<file path="src/hdl/irpd_pkg.sv">
// Shared types and constants of the pulse-distance IR frame encoder.
package irpd_pkg;

  localparam int unsigned DataW     = 8;
  localparam int unsigned BitIdxW   = $clog2(DataW);
  localparam int unsigned ShortDurW = 16;
  localparam int unsigned DurW      = 20;
  localparam int unsigned CfgIdxW   = 3;
  localparam int unsigned CfgDataW  = DurW;
  localparam int unsigned QDepth    = 2;
  localparam int unsigned QPtrW     = $clog2(QDepth);
  localparam int unsigned QCntW     = $clog2(QDepth + 1);
  localparam int unsigned OutDataW  = 24;

  localparam logic [ShortDurW-1:0] HdrMarkRst  = 16'd3300;
  localparam logic [ShortDurW-1:0] HdrSpaceRst = 16'd1700;
  localparam logic [ShortDurW-1:0] BitMarkRst  = 16'd400;
  localparam logic [ShortDurW-1:0] OneSpaceRst = 16'd1250;
  localparam logic [ShortDurW-1:0] ZeroSpcRst  = 16'd500;
  localparam logic [DurW-1:0]      FrameGapRst = 20'd100000;

  typedef enum logic [CfgIdxW-1:0] {
    REG_HDR_MARK  = 3'd0,
    REG_HDR_SPACE = 3'd1,
    REG_BIT_MARK  = 3'd2,
    REG_ONE_SPACE = 3'd3,
    REG_ZERO_SPC  = 3'd4,
    REG_FRAME_GAP = 3'd5,
    REG_BIT_ORDER = 3'd6
  } irpd_reg_e;

  // bit_order: 1 sends the least significant bit of each byte first.
  typedef struct packed {
    logic [ShortDurW-1:0] hdr_mark;
    logic [ShortDurW-1:0] hdr_space;
    logic [ShortDurW-1:0] bit_mark;
    logic [ShortDurW-1:0] one_space;
    logic [ShortDurW-1:0] zero_space;
    logic [DurW-1:0]      frame_gap;
    logic                 bit_order;
  } irpd_cfg_t;

  // One classified byte: bits already in send order (index 0 goes first).
  typedef struct packed {
    logic [DataW-1:0] bits;
    logic             header;
    logic             last;
  } irpd_item_t;

  typedef enum logic [6:0] {
    ST_IDLE      = 7'b0000001,
    ST_HDR_MARK  = 7'b0000010,
    ST_HDR_SPACE = 7'b0000100,
    ST_BIT_MARK  = 7'b0001000,
    ST_BIT_SPACE = 7'b0010000,
    ST_TRL_MARK  = 7'b0100000,
    ST_GAP       = 7'b1000000
  } irpd_state_e;

endpackage

</file>
<file path="src/hdl/irpd_front.sv">
// Input side: accepts bytes, tracks the open frame and classifies each byte.
module irpd_front (
  input  logic                       clk_i,
  input  logic                       rst_ni,
  input  logic                       s_axis_tvalid,
  output logic                       s_axis_tready,
  input  logic [irpd_pkg::DataW-1:0] s_axis_tdata,
  input  logic                       s_axis_tlast,
  input  logic                       bit_order_i,
  input  logic                       q_full_i,
  output logic                       q_push_o,
  output irpd_pkg::irpd_item_t       q_item_o
);
  import irpd_pkg::*;

  logic frame_open_d, frame_open_q;
  logic [DataW-1:0] ordered;

  assign s_axis_tready = ~q_full_i;
  assign q_push_o      = s_axis_tvalid & ~q_full_i;

  // For MSB-first sending the byte is mirrored so the back end always walks up.
  always_comb begin
    for (int i = 0; i < DataW; i++) begin
      ordered[i] = bit_order_i ? s_axis_tdata[i] : s_axis_tdata[DataW-1-i];
    end
  end

  assign q_item_o.bits   = ordered;
  assign q_item_o.header = ~frame_open_q;
  assign q_item_o.last   = s_axis_tlast;

  assign frame_open_d = q_push_o ? ~s_axis_tlast : frame_open_q;

  always_ff @(posedge clk_i or negedge rst_ni) begin
    if (!rst_ni) begin
      frame_open_q <= 1'b0;
    end else begin
      frame_open_q <= frame_open_d;
    end
  end

endmodule

</file>
<file path="src/hdl/irpd_fifo.sv">
// Two-entry queue of classified bytes between the front and the sequencer.
module irpd_fifo (
  input  logic                 clk_i,
  input  logic                 rst_ni,
  input  logic                 push_i,
  input  irpd_pkg::irpd_item_t push_item_i,
  output logic                 full_o,
  input  logic                 pop_i,
  output logic                 valid_o,
  output irpd_pkg::irpd_item_t pop_item_o
);
  import irpd_pkg::*;

  irpd_item_t             mem_q [QDepth];
  logic [QPtrW-1:0]       wr_ptr_d, wr_ptr_q, rd_ptr_d, rd_ptr_q;
  logic [QCntW-1:0]       cnt_d, cnt_q;

  assign full_o     = (cnt_q == QCntW'(QDepth));
  assign valid_o    = (cnt_q != '0);
  assign pop_item_o = mem_q[rd_ptr_q];

  always_comb begin
    wr_ptr_d = wr_ptr_q;
    rd_ptr_d = rd_ptr_q;
    cnt_d    = cnt_q;
    if (push_i) begin
      wr_ptr_d = (wr_ptr_q == QPtrW'(QDepth - 1)) ? '0 : wr_ptr_q + 1'b1;
    end
    if (pop_i) begin
      rd_ptr_d = (rd_ptr_q == QPtrW'(QDepth - 1)) ? '0 : rd_ptr_q + 1'b1;
    end
    if (push_i && !pop_i) begin
      cnt_d = cnt_q + 1'b1;
    end else if (pop_i && !push_i) begin
      cnt_d = cnt_q - 1'b1;
    end
  end

  always_ff @(posedge clk_i or negedge rst_ni) begin
    if (!rst_ni) begin
      wr_ptr_q <= '0;
      rd_ptr_q <= '0;
      cnt_q    <= '0;
    end else begin
      wr_ptr_q <= wr_ptr_d;
      rd_ptr_q <= rd_ptr_d;
      cnt_q    <= cnt_d;
    end
  end

  always_ff @(posedge clk_i) begin
    if (push_i) begin
      mem_q[wr_ptr_q] <= push_item_i;
    end
  end

endmodule

</file>
<file path="src/hdl/irpd_seq.sv">
// Output side: steps through the segments of each queued byte.
module irpd_seq (
  input  logic                          clk_i,
  input  logic                          rst_ni,
  input  irpd_pkg::irpd_cfg_t           cfg_i,
  input  logic                          q_valid_i,
  input  irpd_pkg::irpd_item_t          q_item_i,
  output logic                          q_pop_o,
  output logic                          m_axis_tvalid,
  input  logic                          m_axis_tready,
  output logic [irpd_pkg::OutDataW-1:0] m_axis_tdata,
  output logic                          m_axis_tlast,
  output logic [1:0]                    m_axis_tuser
);
  import irpd_pkg::*;

  irpd_state_e          state_d, state_q;
  irpd_item_t           cur_d, cur_q;
  logic [BitIdxW-1:0]   bit_d, bit_q;
  logic                 adv, emit, done, start;
  logic                 seg_level, seg_run_end, seg_frame_end;
  logic [DurW-1:0]      seg_dur;

  logic                 out_valid_d, out_valid_q;
  logic                 level_q, run_end_q, frame_end_q;
  logic [DurW-1:0]      dur_q;

  // The output register is free when empty or being drained this cycle.
  assign adv = ~out_valid_q | m_axis_tready;

  always_comb begin
    state_d       = state_q;
    cur_d         = cur_q;
    bit_d         = bit_q;
    emit          = 1'b0;
    done          = 1'b0;
    seg_level     = 1'b0;
    seg_dur       = '0;
    seg_run_end   = 1'b0;
    seg_frame_end = 1'b0;
    case (state_q)
      ST_IDLE: begin
        done = 1'b1;
      end
      ST_HDR_MARK: begin
        if (adv) begin
          emit      = 1'b1;
          seg_level = 1'b1;
          seg_dur   = DurW'(cfg_i.hdr_mark);
          state_d   = ST_HDR_SPACE;
        end
      end
      ST_HDR_SPACE: begin
        if (adv) begin
          emit    = 1'b1;
          seg_dur = DurW'(cfg_i.hdr_space);
          state_d = ST_BIT_MARK;
        end
      end
      ST_BIT_MARK: begin
        if (adv) begin
          emit      = 1'b1;
          seg_level = 1'b1;
          seg_dur   = DurW'(cfg_i.bit_mark);
          state_d   = ST_BIT_SPACE;
        end
      end
      ST_BIT_SPACE: begin
        if (adv) begin
          emit    = 1'b1;
          seg_dur = cur_q.bits[bit_q] ? DurW'(cfg_i.one_space) : DurW'(cfg_i.zero_space);
          if (bit_q == BitIdxW'(DataW - 1)) begin
            if (cur_q.last) begin
              state_d = ST_TRL_MARK;
            end else begin
              seg_run_end = 1'b1;
              done        = 1'b1;
            end
          end else begin
            bit_d   = bit_q + 1'b1;
            state_d = ST_BIT_MARK;
          end
        end
      end
      ST_TRL_MARK: begin
        if (adv) begin
          emit      = 1'b1;
          seg_level = 1'b1;
          seg_dur   = DurW'(cfg_i.bit_mark);
          state_d   = ST_GAP;
        end
      end
      ST_GAP: begin
        if (adv) begin
          emit          = 1'b1;
          seg_dur       = cfg_i.frame_gap;
          seg_run_end   = 1'b1;
          seg_frame_end = 1'b1;
          done          = 1'b1;
        end
      end
      default: begin
        state_d = ST_IDLE;
      end
    endcase

    // A finished byte hands over to the next queued one in the same cycle.
    start = done & q_valid_i;
    if (start) begin
      cur_d   = q_item_i;
      bit_d   = '0;
      state_d = q_item_i.header ? ST_HDR_MARK : ST_BIT_MARK;
    end else if (done) begin
      state_d = ST_IDLE;
    end
  end

  assign q_pop_o     = start;
  assign out_valid_d = adv ? emit : out_valid_q;

  always_ff @(posedge clk_i or negedge rst_ni) begin
    if (!rst_ni) begin
      state_q     <= ST_IDLE;
      bit_q       <= '0;
      out_valid_q <= 1'b0;
    end else begin
      state_q     <= state_d;
      bit_q       <= bit_d;
      out_valid_q <= out_valid_d;
    end
  end

  always_ff @(posedge clk_i) begin
    cur_q <= cur_d;
    if (emit) begin
      level_q     <= seg_level;
      dur_q       <= seg_dur;
      run_end_q   <= seg_run_end;
      frame_end_q <= seg_frame_end;
    end
  end

  assign m_axis_tvalid = out_valid_q;
  assign m_axis_tdata  = OutDataW'(dur_q);
  assign m_axis_tlast  = run_end_q;
  assign m_axis_tuser  = {frame_end_q, level_q};

endmodule

</file>
<file path="src/hdl/ir_pulse_distance_frame_encoder.sv">
// Top level of the pulse-distance IR frame encoder: registers, front, queue, sequencer.
//
//   Channel   Direction  Payload
//   s_axis    in         tdata[7:0] data_byte, tlast last_byte
//   m_axis    out        tdata[19:0] duration_us, tlast run_end,
//                        tuser[0] level, tuser[1] frame_end
//   cfg       in         cfg_index_i register index, cfg_data_i value
//
// Each byte yields 16 to 20 segments, and the sequencer puts out one segment per cycle
// while the output is not stalled, through its single output register.
// A byte is taken while the two-entry queue has room, so the next bytes wait there
// while the sequencer is still busy with an earlier one.
// The sequencer moves straight from the last segment of one byte to the first of the
// next queued byte without a bubble.
// Reset (rst_ni low, asynchronous) closes any open frame, empties the queue and
// restores the register reset values; no clearing pass is needed.
// A stall on the output holds the current segment and backs up into the queue and, once it is full, to s_axis_tready.
module ir_pulse_distance_frame_encoder (
  input  logic                          clk_i,
  input  logic                          rst_ni,
  // Input stream, tdata from bit 0: data_byte[7:0].
  input  logic                          s_axis_tvalid,
  output logic                          s_axis_tready,
  input  logic [irpd_pkg::DataW-1:0]    s_axis_tdata,
  input  logic                          s_axis_tlast,
  // Output stream, tdata from bit 0: duration_us[19:0], then zero fill.
  output logic                          m_axis_tvalid,
  input  logic                          m_axis_tready,
  output logic [irpd_pkg::OutDataW-1:0] m_axis_tdata,
  output logic                          m_axis_tlast,
  // tuser from bit 0: level, frame_end.
  output logic [1:0]                    m_axis_tuser,
  // Register write channel.
  input  logic                          cfg_valid_i,
  output logic                          cfg_ready_o,
  input  logic [irpd_pkg::CfgIdxW-1:0]  cfg_index_i,
  input  logic [irpd_pkg::CfgDataW-1:0] cfg_data_i
);
  import irpd_pkg::*;

  irpd_cfg_t  cfg_q;
  irpd_item_t push_item, pop_item;
  logic       push, pop, q_full, q_valid;

  // Register writes are always taken; an unknown index is dropped.
  assign cfg_ready_o = 1'b1;

  always_ff @(posedge clk_i or negedge rst_ni) begin
    if (!rst_ni) begin
      cfg_q.hdr_mark   <= HdrMarkRst;
      cfg_q.hdr_space  <= HdrSpaceRst;
      cfg_q.bit_mark   <= BitMarkRst;
      cfg_q.one_space  <= OneSpaceRst;
      cfg_q.zero_space <= ZeroSpcRst;
      cfg_q.frame_gap  <= FrameGapRst;
      cfg_q.bit_order  <= 1'b1;
    end else if (cfg_valid_i) begin
      case (cfg_index_i)
        REG_HDR_MARK:  cfg_q.hdr_mark   <= cfg_data_i[ShortDurW-1:0];
        REG_HDR_SPACE: cfg_q.hdr_space  <= cfg_data_i[ShortDurW-1:0];
        REG_BIT_MARK:  cfg_q.bit_mark   <= cfg_data_i[ShortDurW-1:0];
        REG_ONE_SPACE: cfg_q.one_space  <= cfg_data_i[ShortDurW-1:0];
        REG_ZERO_SPC:  cfg_q.zero_space <= cfg_data_i[ShortDurW-1:0];
        REG_FRAME_GAP: cfg_q.frame_gap  <= cfg_data_i[DurW-1:0];
        REG_BIT_ORDER: cfg_q.bit_order  <= cfg_data_i[0];
        default: begin
        end
      endcase
    end
  end

  // The front decides header and bit order at the moment of the transfer.
  irpd_front u_front (
    .clk_i         (clk_i),
    .rst_ni        (rst_ni),
    .s_axis_tvalid (s_axis_tvalid),
    .s_axis_tready (s_axis_tready),
    .s_axis_tdata  (s_axis_tdata),
    .s_axis_tlast  (s_axis_tlast),
    .bit_order_i   (cfg_q.bit_order),
    .q_full_i      (q_full),
    .q_push_o      (push),
    .q_item_o      (push_item)
  );

  irpd_fifo u_fifo (
    .clk_i       (clk_i),
    .rst_ni      (rst_ni),
    .push_i      (push),
    .push_item_i (push_item),
    .full_o      (q_full),
    .pop_i       (pop),
    .valid_o     (q_valid),
    .pop_item_o  (pop_item)
  );

  // Durations are read live; the user must change them only while idle, unenforced.
  irpd_seq u_seq (
    .clk_i         (clk_i),
    .rst_ni        (rst_ni),
    .cfg_i         (cfg_q),
    .q_valid_i     (q_valid),
    .q_item_i      (pop_item),
    .q_pop_o       (pop),
    .m_axis_tvalid (m_axis_tvalid),
    .m_axis_tready (m_axis_tready),
    .m_axis_tdata  (m_axis_tdata),
    .m_axis_tlast  (m_axis_tlast),
    .m_axis_tuser  (m_axis_tuser)
  );

endmodule

</file>
<file path="config.mk">
export PLATFORM = sky130hd
export DESIGN_NAME = ir_pulse_distance_frame_encoder
export DESIGN_NICKNAME = d
export VERILOG_FILES = /design/src/hdl/irpd_pkg.sv /design/src/hdl/irpd_front.sv /design/src/hdl/irpd_fifo.sv /design/src/hdl/irpd_seq.sv /design/src/hdl/ir_pulse_distance_frame_encoder.sv
export SDC_FILE = /design/constraint.sdc
export NUM_CORES = 1
export LEC_CHECK = 0
export ABC_AREA = 1
export BUFFER_PORTS_ARGS = -buffer_cell sky130_fd_sc_hd__buf_4
export CAP_MARGIN = 20
export CORE_ASPECT_RATIO = 1.75
export CORE_MARGIN = 2
export CORE_UTILIZATION = 45
export DETAILED_ROUTE_END_ITERATION = 16
export PLACE_DENSITY = 0.61
export SYNTH_ARGS = -nofsm -noshare
export SYNTH_HDL_FRONTEND = slang
export SYNTH_SLANG_ARGS = --single-unit
</file>
<file path="constraint.sdc">
create_clock -name clk_i -period 3 [get_ports clk_i]
set_clock_uncertainty 0.05 [all_clocks]
set_input_delay 0.6 -clock clk_i [delete_from_list [all_inputs] [get_ports clk_i]]
set_output_delay 0.6 -clock clk_i [all_outputs]
set_load 0.1 [all_outputs]
</file>
# [Word-level counts from Yosys, hierarchy flattened]
# Memories as Yosys holds them, arrays and structs flattened.
# Index checks and enable logic that the tools add are counted.
[op_classes] addsub=5 n_mux=45 bitwise=7 magnitude_cmp=1 n_eq_ne=23 reduce_logical=22
[op_table] operator="case mux 20 bit (5 select lines)" n=1
[op_table] operator="2-to-1 mux 16 bit" n=4
[op_table] operator="2-to-1 mux 7 bit" n=9
[op_table] operator="case mux 7 bit (6 select lines)" n=1
[op_table] operator="2-to-1 mux 20 bit" n=2
[op_table] operator="!= test 4 x 2 -> 1 bit (second input constant)" n=5
[op_table] operator="2-to-1 mux 1 bit" n=18
[op_table] operator="AND reduction 2 bit" n=7
[op_table] operator="equality test 3 bit (second input constant)" n=4
[op_table] operator="2-to-1 mux 3 bit" n=4
[op_table] operator="nonzero test 2 bit" n=4
[op_table] operator="equality test 7 x 1 -> 1 bit (second input constant)" n=1
[op_table] operator="equality test 7 x 2 -> 1 bit (second input constant)" n=1
[op_table] operator="equality test 7 x 3 -> 1 bit (second input constant)" n=1
[op_table] operator="equality test 7 x 4 -> 1 bit (second input constant)" n=1
[op_table] operator="equality test 7 x 5 -> 1 bit (second input constant)" n=1
[op_table] operator="equality test 7 x 6 -> 1 bit (second input constant)" n=1
[op_table] operator="equality test 7 bit (second input constant)" n=1
[op_table] operator="AND reduction 7 bit" n=1
[op_table] operator="equality test 3 x 2 -> 1 bit (second input constant)" n=2
[op_table] operator="OR reduction 6 bit" n=1
[op_table] operator="!= test 5 x 3 -> 1 bit (second input constant)" n=1
[op_table] operator="less-than comparator 3 x 4 -> 1 bit (second input constant)" n=1
[op_table] operator="2-to-1 mux 2 bit" n=2
[op_table] operator="21 further kinds" n=29
[totals] memories=1 mem_bits_rw=20 wordCells=124 in_bits=37 out_inout_bits=30 ff_bits=149
[mem_list] memory="u_fifo.mem_q" depth=2 word_bits=10 read_ports=1 rd_ports_with_merged_regs=0 write_ports=1 line_no="irpd_fifo.sv:14" source="irpd_item_t mem_q [QDepth];"

# [Logic depth before layout (Yosys ltp)]
# Gate-level depths: netlist of run 1.
[logic_depth] ltp_word=8 ltp_mapped=11 mapped_depth_nobuf=11

# [By module]
# From an unflattened synthesis of run 1, not the netlist that was laid out.
[hier_totals] cells_unflattened=894 hier_area_um2=7923.8
[by_module_without_submodules] mod="ir_pulse_distance_frame_encoder" area_each_um2=4023.9 n_inst=1 seq_area_each_um2=2567.5 cells_each=451
[by_module_without_submodules] mod="irpd_seq" area_each_um2=2775.2 n_inst=1 seq_area_each_um2=1237.4 cells_each=356
[by_module_without_submodules] mod="irpd_fifo" area_each_um2=964.7 n_inst=1 seq_area_each_um2=700.7 cells_each=56
[by_module_without_submodules] mod="irpd_front" area_each_um2=160.2 n_inst=1 seq_area_each_um2=25.0 cells_each=31

# [Worst setup path before layout of run 1]
# OpenSTA, ideal clock, no wires.
[synth_path] path_type="register -> register" start="reg u_seq.out_valid_q (netlist: u_seq.m_axis_tvalid)" end="reg u_fifo.cnt_q[1]" n_path_buf=0 t_arrival_ns=2.264 setup_time_ns=0.131 stages_incl_launch_ff=11 required_ns=2.819 synth_period_minus_slack_ns=2.445 setup_slack_ns=0.555 cell_sequence="dfrtp_1 > inv_1 > nor2_1 > inv_2 > nand3_2 > nand3_4 > nand2_4 > ha_1 > a21oi_1 > o21ai_0 > xor2_1"
[synth_via] elab_chain_cells=8 elab_cells_between_ends=11 cone_classes="4 x mux; 3 x bitwise; 4 x reduce/logical"
[synth_lines] element="start, declared" line_no="irpd_seq.sv:24" source="logic out_valid_d, out_valid_q;"
[synth_lines] element="start signal, assigned" line_no="irpd_seq.sv:129" source="out_valid_q <= out_valid_d;"
[synth_lines] element="NOT 1 bit (*)" line_no="irpd_seq.sv:29" source="assign adv = ~out_valid_q | m_axis_tready;"
[synth_lines] element="OR 1 bit (*)" line_no="irpd_seq.sv:29"
[synth_lines] element="2-to-1 mux 1 bit, on equally long branches" line_no="irpd_seq.sv:94, irpd_seq.sv:69"
[synth_lines] element="case mux 1 bit (3 select lines) (*)" line_no="irpd_seq.sv:41" source="case (state_q)"
[synth_lines] element="bitwise AND 1 bit (*)" line_no="irpd_seq.sv:108" source="start = done & q_valid_i;"
[synth_lines] element="logical NOT 1 bit" line_no="irpd_fifo.sv:32" source="if (push_i && !pop_i) begin"
[synth_lines] element="logical AND 1 bit" line_no="irpd_fifo.sv:32"
[synth_lines] element="2-to-1 mux 2 bit or nonzero test 2 bit (tied branches)"
[synth_lines] element="end signal, assigned" line_no="irpd_fifo.sv:47" source="cnt_q <= cnt_d;"
[synth_lines] element="end, declared" line_no="irpd_fifo.sv:16" source="logic [QCntW-1:0] cnt_d, cnt_q;"
# Mark *: on every way between the ends. The rest lies on a longest branch, timed or not.
# A chain may end at the register's enable or synchronous reset.

# [Final worst setup path of run 1]
[layout_path] start="reg u_seq.bit_q[0]" end="reg u_fifo.cnt_q[1]"
[layout_via] elab_chain_cells=8 elab_cells_between_ends=10 cone_classes="1 x eq/ne; 4 x mux; 1 x bitwise; 4 x reduce/logical"
[layout_lines] element="start, declared" line_no="irpd_seq.sv:19" source="logic [BitIdxW-1:0] bit_d, bit_q;"
[layout_lines] element="start signal, assigned" line_no="irpd_seq.sv:128" source="bit_q <= bit_d;"
[layout_lines] element="equality test 3 bit (*)" line_no="irpd_seq.sv:72" source="if (bit_q == BitIdxW'(DataW - 1)) begin"
[layout_lines] element="2-to-1 mux 1 bit (*)" line_no="irpd_seq.sv:72"
[layout_lines] element="2-to-1 mux 1 bit (*)" line_no="irpd_seq.sv:69" source="if (adv) begin"
[layout_lines] element="case mux 1 bit (3 select lines) (*)" line_no="irpd_seq.sv:41"
[layout_lines] element="bitwise AND 1 bit (*)" line_no="irpd_seq.sv:108"
[layout_lines] element="logical NOT 1 bit" line_no="irpd_fifo.sv:32"
[layout_lines] element="logical AND 1 bit" line_no="irpd_fifo.sv:32"
[layout_lines] element="2-to-1 mux 2 bit or nonzero test 2 bit (tied branches)"
# Marks and branches as above.

==> reports/metrics.yaml, run 1 <==
cts.sinks: 169
synth_top_area_frac: 0.272
antenna_found_initial: 1
endpoint_kind: "register"
vias: 5615
place_area_um2: 8380
r2r-start: "u_seq.bit_q[0]"
path_buf_inv: 1
setup_tns_ns: 0
numCtsBuffers: 17
hold_viol: 0
r2r_cells: 11
dr.first_iter.drc_count: 238
syn2layout_area_growth_pct: 16.4
p_leak_nw: 4.16
ant_nets: 0
pre_cts_ws_ns: 0.622
routabilityCongestion: 0.788
first_pass_iters: 5
ys_warn_count: 0
setup_viol: 0
synth-seq-area-share: 0.586
start_util: 0.459
yosys.area.top_type: "dfrtp_1"
cp_top_family: "adder cells"
crit_path_cell_trace: "ha_1 > ha_1 > inv_1 > nor3_1 > nand2_2 > nand3_4 > nand2_4 > ha_1 > a21oi_1 > o21ai_0 > xor2_1"
cts_root_buf: "clkbuf_16"
synthMuxAreaShare: 0.00566
path_class: "reg -> reg"
required_ns: 3.26
nNetsFinal: 945
grt_max_degree: 59
ys_ff_latch: 169
core_um2: 16900
grtUsageTotal: 0.208
synth_simple_gate_area_frac: 0.224
synth-async-reset-ratio: 0.692
max_clock_freq_ghz: 0.422
ir_drop_mv: 0.717
final_cell_mix: "nand2_1 (226), o21ai_0 (107), inv_1 (95), dfrtp_1 (84), buf_4 (76)"
setup_ws_ns: 0.633
synthFlopType: "dfrtp_1"
met3_usage: 0.0398
ctsResizeCount: 0
grt.overflow.total: 0
critPathMostFrequentCell: "ha_1"
worst_pin_slew_ns: 1.03
final_common_cell: "nand2_1"
worst-path-stages: 11
grtUsageMet2: 0.385
portBuffers: 61
min_period_over_period: 0.789
grt_pass1_vias: 5616
num_rows: 63
synth_top_family_by_area: "simple AND/OR/NAND/NOR gates"
finalMaxSlewViolations: 0
crit_path_start_kind: "register"
top_usage_layer: "met2"
io_pins: 67
diodes: 0
drc: 0
reg2reg_slack_ns: 0.63
total_power_mw: 8.14
clkLatencyLatePin_ns: 0.43
synth-edff-count: 52
synth_compound_area_frac: 0.0925
path_clk_slew_ns: 0.07
slowest_stage: "dfrtp_1"
fillers: 1603
wire_per_inst_um: 15.3
synth.distinct_cells: 38
cts_hold_buf: 0
cts_setup_buffers: 0
clock_path_buffers: 2
synthTopCellsByArea: "dfrtp_1 (27%), edfxtp_1 (20%), dfstp_2 (11%)"
slowest_delay_ns: 0.48
cap_violations: 0
hpwl_um: 12300
seqCellArea_um2: 4530
syn_area_per_cell_um2: 9.16
die-area_um2: 18300
met1_usage: 0.228
multiInputGateArea_um2: 2590
hold_class: "in -> async"
syn-cell-area_um2: 7730
p_per_area_nw_per_um2: 904
cts_tree: "done"
vias_per_cell: 4.90
post-route-min-period_ns: 2.37
synthXorXnorAreaFrac: 0.00453
drt-total-wl_um: 17500
rsz0062_at_grt: "no"
die-height_um: 177
drive_gt1_frac: 0.211
path_max_fanout: 9
r2r-end: "u_fifo.cnt_q[1]"
cp.arrival_ns: 2.62
syn_inst: 844
status: "finished, final reports clean"
slew_headroom: 0.309
grt_pass1_wl_um: 28400
die_w_um: 103
htree_num_levels: 4
design_area_um2: 9000
synth-adder-area-share: 0.00485
Yosys cell counts, types with 2 or more instances:
master	number
nor2_4	4
buf_4	8
xor2_1	3
a21oi_2	9
dfrtp_1	84
nand2_4	6
ha_1	3
buf_2	2
dfstp_2	33
inv_1	95
a21oi_1	13
nand2_2	8
edfxtp_1	52
nor2_1	55
inv_2	5
nand3_1	69
nand3_4	2
clkbuf_1	20
nand3_2	4
nor2_2	6
conb_1	2
o21ai_0	107
buf_6	7
o21ai_1	6
nand2_1	226
mux2_2	3
registers in the layout (all words and copies together), names as in the netlist, 2 cells and up:
name           flops
u_seq.dur_q       20
u_seq.state_q      7
u_fifo.mem_q      20
u_seq.bit_q        3
u_seq.cur_q        9
cfg_q            101
u_fifo.cnt_q       2
worst max path at each step:
stage / startpoint / endpoint / slack [ns]
floorplan: u_seq.m_axis_tvalid / u_fifo.cnt_q[1] / 0.55
global placement: m_axis_tready / u_fifo.cnt_q[1] / 0.66
detailed placement: m_axis_tready / u_fifo.cnt_q[1] / 0.62
CTS: u_seq.bit_q[0] / u_fifo.cnt_q[1] / 0.62
global route: u_seq.bit_q[0] / u_fifo.cnt_q[1] / 0.45
finish: u_seq.bit_q[0] / u_fifo.cnt_q[1] / 0.63
stage by stage:
step                       util  std cells  hold WS [ns]
final                     0.534       1145         0.107
after detailed placement  0.497       1113         0.421
after global routing      0.534       1145         0.133
after CTS                 0.534       1145         0.109
after floorplan               -        847         0.254
after global placement    0.497       1113         0.416
logic make-up (layout without fill, tap and decap cells):
group / Yosys count / count (layout)
multiplexers: 4 / 4
buffers and inverters: 141 / 212
other: 2 / 5
XOR/XNOR: 4 / 4
flip-flops: 169 / 169
AO/OA/AOI/OAI: 136 / 136
adder cells (fa/ha/maj): 3 / 3
AND/OR/NAND/NOR: 385 / 385
routing by layer:
layer / up-vias / part of all wire
li1: 2820 / -
met1: 2666 / 0.39
met2: 101 / 0.56
met3: 26 / 0.031
met4: 2 / 0.020
met5: - / 0.00057
power breakdown:
| group | internal (mW) | leakage (nW) | switching [mW] | total, mW |
|---|---|---|---|---|
| registers | 3.08 | 1.89 | 0.271 | 3.35 |
| clock network | 1.36 | 0.310 | 0.943 | 2.30 |
| logic | 0.627 | 1.96 | 1.86 | 2.48 |
| total | 5.07 | 4.16 | 3.07 | 8.14 |
area by class of cell:
type,count,area share
sequential,169,0.503
multi-input combinational,537,0.287
timing repair buffer,77,0.0656
clock buffer,18,0.0488
inverter,103,0.0434
tap,227,0.0315
clock inverter,14,0.0204
worst reg2reg max path, delay by kind of cell, from the launching register on:
family / cells / cell delay, ns
AND/OR/NAND/NOR: 4 / 0.56
buffers and inverters: 1 / 0.10
adder cells (fa/ha/maj): 3 / 0.69
XOR/XNOR: 1 / 0.16
flip-flops: 1 / 0.48
AO/OA/AOI/OAI: 2 / 0.22
(Power assumes the default switching activity.)
==> run 2, diff against run 1 <==
- clock period: 3 -> 2.3 ns (I/O delays scaled with it)
==> run 2 against run 1 <==
Effect of this change:
- global-route usage is 0.066 points lower
- utilization increased by 0.42 points
- register-to-register slack worse by 0.45 ns
- combinational power increased by 33%
- die area unchanged
- fmax grew 12%
- total power up 29%
- routed wire length down 0.51%
- critical path type unchanged
==> reports/metrics.yaml, run 2 (synthesized netlist as in run 1, its figures left out) <==
routabilityCongestion: 0.917  # +16%
nNetsFinal: 957  # +1.3%
clkLatencyLatePin_ns: 0.43  # about the same
clock_path_buffers: 2  # unchanged
htree_num_levels: 4  # unchanged
design_area_um2: 9070  # +0.78%
setup_tns_ns: 0  # unchanged
die-height_um: 177  # unchanged
place_area_um2: 8480  # +1.1%
hold_class: "in -> reg"
drt-total-wl_um: 17400  # -0.51%
drc: 0  # unchanged
vias_per_cell: 4.89  # -0.23%
slew_headroom: 0.564  # +0.256
cts_tree: "done"
cts.sinks: 169  # unchanged
worst_pin_slew_ns: 0.654  # -0.381 ns
finalMaxSlewViolations: 0  # unchanged
grt_pass1_wl_um: 28500  # +0.51%
core_um2: 16900  # unchanged
multiInputGateArea_um2: 2590  # +0.19%
hold_depth: 1
grt_max_degree: 63  # +6.8%
diodes: 0  # unchanged
slowest_stage: "dfrtp_1"
syn2layout_area_growth_pct: 17.3
grtUsageTotal: 0.207  # -0.000656
critPathMostFrequentCell: "ha_1"
numCtsBuffers: 17  # unchanged
pre_cts_ws_ns: 0.133  # -0.489 ns
crit_path_cell_trace: "ha_1 > ha_1 > inv_1 > nor3_2 > nand2_2 > nand3_4 > nand2_4 > ha_1 > a21oi_1 > o21ai_0 > xor2_1"
final_common_cell: "nand2_1"
p_per_area_nw_per_um2: 1150  # +28%
path_max_fanout: 9  # unchanged
dr.first_iter.drc_count: 265  # +11%
min_period_over_period: 0.919  # +0.130
largest_reg_flops: 101  # unchanged
hpwl_um: 12200  # -0.81%
num_rows: 63  # unchanged
path_clk_slew_ns: 0.07  # about the same
regMostFlops: "cfg_q"
wire_per_inst_um: 15.1  # -1.5%
cp.arrival_ns: 2.36  # -0.26 ns
largest_registers: "cfg_q (101), u_fifo.mem_q (20), u_seq.dur_q (20)"
path_class: "reg -> reg"
hold_viol: 0  # unchanged
vias: 5661  # +0.82%
cts_setup_buffers: 0  # unchanged
post-route-min-period_ns: 2.11  # -0.254 ns
fillers: 1597  # -0.37%
drive_gt1_frac: 0.220  # +0.00910
p_leak_nw: 4.19  # +0.71%
die-area_um2: 18300  # unchanged
max_clock_freq_ghz: 0.473  # +12%
grt.overflow.total: 0  # unchanged
grt_pass1_vias: 5638  # +0.39%
required_ns: 2.55  # -0.71 ns
crit_path_start_kind: "register"
r2r_cells: 11  # unchanged
status: "finished, final reports clean"
first_pass_iters: 5  # unchanged
ant_nets: 0  # unchanged
placedCellCount: 1124  # +0.99%
portBuffers: 61  # unchanged
setup_viol: 0  # unchanged
rsz0062_at_grt: "no"
start_util: 0.459  # unchanged
setup_ws_ns: 0.187  # -0.446 ns
final_cell_mix: "nand2_1 (226), o21ai_0 (107), inv_1 (95), buf_4 (86), dfrtp_1 (83)"
finalNonFillerCells: 1157  # +1.0%
cap_violations: 0  # unchanged
slowest_delay_ns: 0.35  # -0.13 ns
die_w_um: 103  # unchanged
ir_drop_mv: 0.957  # +34%
endpoint_kind: "register"
cts_root_buf: "clkbuf_16"
io_pins: 67  # unchanged
seqCellArea_um2: 4530  # about the same
antenna_found_initial: 0  # -1
run 2: cell count changes in the layout (fill, tap and decap cells not counted), sizes merged:
| cell | change |
|---|---|
| clkinvlp | +3 |
| clkinv | -1 |
| bufinv | -2 |
| dlygate4sd3 | +1 |
| buf | +11 |
| inv | -3 |
| clkbuf | +3 |
run 2: report_power, final:
part	leakage (nW)	internal (mW)	switching, mW
Clock	0.278	1.60	1.21
Sequential	1.89	4.02	0.352
Combinational	2.02	0.859	2.44
run 2: final cells by class:
class                           count  area share
Multi-Input combinational cell    537       0.286
Inverter                          103      0.0430
Clock buffer                       21      0.0520
Tap cell                          227      0.0313
Sequential cell                   169       0.499
Timing Repair Buffer               89      0.0767
Clock inverter                     11      0.0121
run 2: worst max-delay path: cells and delay by family (launching register included):
| family | cells | cell delay, ns |
|---|---|---|
| AO/OA/AOI/OAI | 2 | 0.22 |
| XOR/XNOR | 1 | 0.15 |
| adder cells (fa/ha/maj) | 3 | 0.63 |
| buffers and inverters | 1 | 0.07 |
| flip-flops | 1 | 0.35 |
| AND/OR/NAND/NOR | 4 | 0.51 |
run 2: metal layers:
metal,part of all wire,global-route usage,up-vias
met5,0,0,-
met4,0.017,0.0784,0
met3,0.038,0.0386,20
met2,0.55,0.366,133
met1,0.40,0.244,2671
li1,-,-,2837
run 2: worst paths after layout:
check / to / slack (ns) / startpoint
setup / recovery: u_fifo.cnt_q[1] / 0.19 / u_seq.bit_q[0]
hold / removal: u_fifo.mem_q[1][0] / 0.17 / s_axis_tlast
setup reg to reg: u_fifo.cnt_q[1] / 0.19 / u_seq.bit_q[0]
hold reg to reg: u_fifo.cnt_q[0] / 0.43 / u_fifo.cnt_q[0]
max in group asynchronous: cfg_q[33] / 1.03 / rst_ni
min in group asynchronous: cfg_q[19] / 0.33 / rst_ni
run 2: repair_timing:
item | CTS | global route
setup endpoints to repair | 0 | 1
hold buffers | 1 | 0
endpoints found under the hold margin | 4 | 0
resized for setup | 0 | 1
run 2: through the flow:
| step | hold slack (ns) | total power [mW] | util |
|---|---|---|---|
| after global placement | 0.226 | 7.70 | 0.503 |
| final | 0.167 | 10.5 | 0.538 |
| after global routing | 0.145 | 11.1 | 0.538 |
| after floorplan | 0.114 | 6.90 | - |
| after CTS | 0.151 | 10.6 | 0.538 |
| after detailed placement | 0.228 | 7.75 | 0.503 |
